--- src/design/ftrb_pkg.sv ---
// Shared types and constants of the filtered trace ring buffer.
// Depends on nothing; every other design file refers to it by scoped names.
package ftrb_pkg;

  localparam int DefRingDepth = 256;

  typedef enum logic [2:0] {
    ACT_RECORD = 3'd0,
    ACT_STAMP  = 3'd1,
    ACT_EXIT   = 3'd2,
    ACT_SET    = 3'd3,
    ACT_READ   = 3'd4
  } action_e;

  typedef struct packed {
    logic [2:0]         action;
    logic [31:0]        src_id;
    logic [31:0]        event_code;
    logic [63:0]        arg_one;
    logic [63:0]        arg_two;
    logic [63:0]        arg_three;
    logic [63:0]        arg_four;
    logic signed [63:0] ret_value;
    logic [31:0]        seq_index;
  } in_t;

  typedef struct packed {
    logic               status;
    logic [31:0]        out_seq;
    logic [31:0]        out_id;
    logic [31:0]        out_code;
    logic               out_exited;
    logic [63:0]        out_arg_one;
    logic [63:0]        out_arg_two;
    logic [63:0]        out_arg_three;
    logic [63:0]        out_arg_four;
    logic signed [63:0] out_ret;
  } out_t;

  // One ring slot, without its return value, which lives in a memory of its own.
  typedef struct packed {
    logic [31:0] seq;
    logic [31:0] id;
    logic [31:0] code;
    logic        exited;
    logic [63:0] arg_one;
    logic [63:0] arg_two;
    logic [63:0] arg_three;
    logic [63:0] arg_four;
  } entry_t;

  // Memory access request from the controller to the slot store.
  typedef struct packed {
    logic wr_main;
    logic wr_ret;
    logic rd_en;
  } mem_req_t;

endpackage

--- src/design/ftrb_slot_mod.sv ---
// Three-stage reduction of a 32-bit sequence number to its ring slot.
// Depends on ftrb_pkg only through the parameter default.
module ftrb_slot_mod #(
  parameter int RING_DEPTH = ftrb_pkg::DefRingDepth
) (
  input  logic                          clk_i,
  input  logic                          rst_ni,
  input  logic                          start_i,
  input  logic [31:0]                   seq_i,
  output logic                          done_o,
  output logic [$clog2(RING_DEPTH)-1:0] slot_o
);

  localparam int AW = $clog2(RING_DEPTH);
  // Reciprocal rounded down: the quotient estimate is exact or one short.
  localparam logic [32:0] RecipM = 33'((64'd1 << (32 + AW)) / 64'(RING_DEPTH));
  localparam logic [AW:0] DepthN = (AW + 1)'(RING_DEPTH);

  logic          v1_q, v2_q, v3_q;
  logic [AW:0]   x1_q, x2_q;
  logic [AW:0]   q1_q;
  logic [AW:0]   p2_q;
  logic [AW-1:0] slot_q;
  logic [64:0]   prod1;
  logic [2*AW+1:0] prod2;
  logic [AW:0]   rem_raw;
  logic [AW:0]   rem_fix;

  // Only the low bits of quotient and product matter: the remainder is below 2*depth.
  assign prod1   = 65'(seq_i) * 65'(RecipM);
  assign prod2   = q1_q * DepthN;
  assign rem_raw = x2_q - p2_q;
  assign rem_fix = (rem_raw >= DepthN) ? (rem_raw - DepthN) : rem_raw;

  always_ff @(posedge clk_i or negedge rst_ni) begin
    if (!rst_ni) begin
      v1_q <= 1'b0;
      v2_q <= 1'b0;
      v3_q <= 1'b0;
    end else begin
      v1_q <= start_i;
      v2_q <= v1_q;
      v3_q <= v2_q;
    end
  end

  always_ff @(posedge clk_i) begin
    q1_q   <= prod1[32+AW +: AW+1];
    x1_q   <= seq_i[AW:0];
    p2_q   <= prod2[AW:0];
    x2_q   <= x1_q;
    slot_q <= rem_fix[AW-1:0];
  end

  assign done_o = v3_q;
  assign slot_o = slot_q;

endmodule

--- config.mk ---
export PLATFORM = sky130hd
export DESIGN_NAME = ftrb_slot_mod
export DESIGN_NICKNAME = d
export VERILOG_FILES = /design/src/design/ftrb_pkg.sv /design/src/design/ftrb_slot_mod.sv
export SDC_FILE = /design/constraint.sdc
export NUM_CORES = 1
export LEC_CHECK = 0
export BUFFER_PORTS_ARGS = -buffer_cell sky130_fd_sc_hd__buf_2
export CAP_MARGIN = 20
export CORE_MARGIN = 2
export CORE_UTILIZATION = 35
export CTS_BUF_LIST = sky130_fd_sc_hd__clkbuf_16
export DETAILED_ROUTE_END_ITERATION = 16
export PLACE_DENSITY = 0.73
export SYNTH_ARGS = -nofsm -noshare
export SYNTH_HDL_FRONTEND = slang
export SYNTH_SLANG_ARGS = --single-unit
--- constraint.sdc ---
create_clock -name clk_i -period 0.8 [get_ports clk_i]
set_clock_uncertainty 0.15 [all_clocks]
set_input_delay 0.04 -clock clk_i [delete_from_list [all_inputs] [get_ports clk_i]]
set_output_delay 0.04 -clock clk_i [all_outputs]
set_load 0.1 [all_outputs]
==> summary.md <==
| Metric | Value |
|---|---|
| Initial DRC Count | 0 |
| Simple-Gate Fraction of Synth Area | 0 |
| Multi-In Gates | 0 |
| Synthesized area per cell | 20.6 um^2 |
| Final nets | 96 |
| Least-Margin Pin Slew | roughly 0.074 ns |
| Static leakage | 0.446 nW |
| Finished Core Util | 0.686 |
| Failing checks | negative hold slack, negative setup slack |
| Post-route minimum period | between 1 and 1.5 ns |
| Worst-path cell chain | buf_12 |
| Final cell count without fillers | 76 |
| Worst path max stage delay | around 0.48 ns |
| Ports | between 40 and 50 |
| Total design power | 2.89 mW |
| Power Dens Cells | 2830 mW/mm^2 |
| H-tree depth | 1 |
| Fin. Hold Viols | 3 |
| Clk root buf | clkbuf_16 |
| Tot GR Track Use | 0.0848 |
| Full die area | approximately 0.0019 mm^2 |
| # clock sinks | 27 |
| Final setup fails | 9 |
| I/O Buffers | 19 |
| Core Region | 0.00149 mm^2 |
| Commonest cells after routing, fill and taps aside | 16 x dfxtp_1, 10 x dlygate4sd3_1, 10 x buf_2, 9 x buf_12, 7 x dfxtp_4 |
| CTS Hold Buffers Added | 10 |
| Slew Limit Headroom | 0.951 |
| Post-synthesis compound-gate area fraction | 0 |
| Initial antenna violation count | 0 |
| Mux share of post-synthesis cell area | 0 |
| Area of the multi-input gates | 0 um^2 |
| First-pass iteration count of the detailed router | 1 |
| First-pass GRT wire length | about 1100 um |
| Post-synthesis adder-cell area fraction | 0 |
| Number of global-route vias before repair | 280 |
| Max Slew Vio Count | 0 |
| Cell family with the largest share of critical-path delay | flip-flops |
| Worst setup SP type | flop |
| Final Hold Slack | -0.0346 ns |
| Crit share post-route | 1.37 |
| Number of diodes | 0 |
| CP endpoint kind | primary output |
| CTS Buffer Depth | 2 |
| Worst Path Max Fanout | 1 |
| Die Height | 43.8 um |
| Synth Area in XOR/XNOR | 0 |
| Setup bufs post-CTS | 0 |
| Starting Density | 0.373 |
| Drt drc | 0 |
| Peak VDD IR | 1.77 mV |
| Buf/Inv on CP | 1 |
| Clock-pin slew on the worst setup and hold paths | 0.06 ns |
| Cell Area, Synth | 556 um^2 |
| DR WL/cell | about 9.2 um |
| Worst slack, placed | -0.0196 ns |
| Gates resized, CTS repair | 0 |
| DR vias/cell | roughly 3.8 |
| YS warnings | 0 |
| DP Cell Count | 62 |
| Crit-path slowest cell | dfrtp_4 |
| Placer Congestion | 0.619 |
| Critical Path AT | 0.90 ns |
| Most common cell after layout, fill and taps aside | dfxtp_1 |
| Critical path class | flop to primary output |
| Max Cap Viol | 0 |
| CTS tree | yes |
| Status | finished with violations |
| Post-synthesis net count | just over 60 |
| Post-layout worst setup margin | -0.294 ns |
| Hold Crit Class | primary input to async pin |
| Post-DRT Antenna Nets | 0 |
| Fmax | 0.914 GHz |
| Std-Cell Rows | 14 |
| Clock Latency Late Sink | 0.26 ns |
| RSZ-0062 raised after global routing | true |
| Area grow syn2layout | 83.8% |
| CTS Buf Count | 3 |
| Fraction of layout cells with a size suffix above 1 | 0.533 |
| Synth Register Bits | 27 |
| Req. time, crit path | 0.61 ns |
| Global route overflow | 0 |
| Cells after synthesis | 27 |
| DIE WIDTH | around 44 um |
| Synth cell types | 2 |
| Routed WL | 700 um |
| Largest net degree at the start of global routing | 18 |
| Vias | 292 |
| Sequential area share after synthesis | 1.00 |
-- cell type report --
cell class	instances	area (um^2)
clock buffers	3	75.1
well taps	16	20.0
clock inverters	1	8.76
fillers	101	468
flip-flops and latches	27	587
repair buffers	29	330
-- state kept, by name, indices dropped and copies added, names as in the netlist --
| signal | cells |
|---|---|
| v1_q | 1 |
| v2_q | 1 |
| x2_q | 8 |
| slot_o | 8 |
| x1_q | 8 |
| done_o | 1 |
-- per-layer routing --
layer	part of all wire	up-vias	track usage	wire [um]
li1	-	148	-	-
met1	0.38	129	0.0693	268
met2	0.51	15	0.150	358
met3	0.10	0	0.0625	72
met4	0	0	0.0364	0
met5	0	-	0	0
-- kinds of logic (layout without fill, tap and decap cells) --
| logic type | after synthesis | after routing |
|---|---|---|
| DFF | 27 | 27 |
| buffers and inverters | 0 | 33 |
-- cells in the mapped netlist --
| master | n | area, um^2 |
|---|---|---|
| dfxtp_1 | 24 | 480 |
| dfrtp_1 | 3 | 75.1 |
-- worst paths after layout --
path / from / slack, ns / endpoint / cells past startpoint
worst max register to register: v2_q / 0.18 / done_o / 0
worst min-delay path: rst_ni / -0.03 / v2_q / 2
worst min register to register: x2_q[7] / 0.18 / slot_o[7] / 0
worst max-delay path: done_o / -0.29 / done_o / 1
min in group clk_i: x2_q[7] / 0.18 / slot_o[7] / 0
max in group asynchronous: rst_ni / 0.41 / done_o / 2
-- metrics by stage --
| step | cell area (um^2) | setup TNS, ns |
|---|---|---|
| 3_3_place_gp | 837 | -0.0196 |
| 2_1_floorplan | 587 | -0.0158 |
| 3_5_place_dp | 837 | -0.0196 |
| 4_1_cts | 1020 | -1.61 |
| 6_report | 1020 | -1.55 |
| 5_1_grt | 1020 | -1.73 |
-- what timing repair did --
| item | 4_1_cts | 5_1_grt |
|---|---|---|
| endpoints found under the setup margin | 9 | 9 |
| hold endpoints to repair | 12 | 3 |
| cloned | 0 | 0 |
-- report_power, final --
part	leakage [nW]	internal, mW	switching, mW	total (mW)
Combinational	0.166	0.139	0.196	0.335
Clock	0.0415	0.689	0.428	1.12
Sequential	0.239	1.41	0.0297	1.44
Total	0.446	2.24	0.654	2.89
Power figures use the tool's default switching activity.
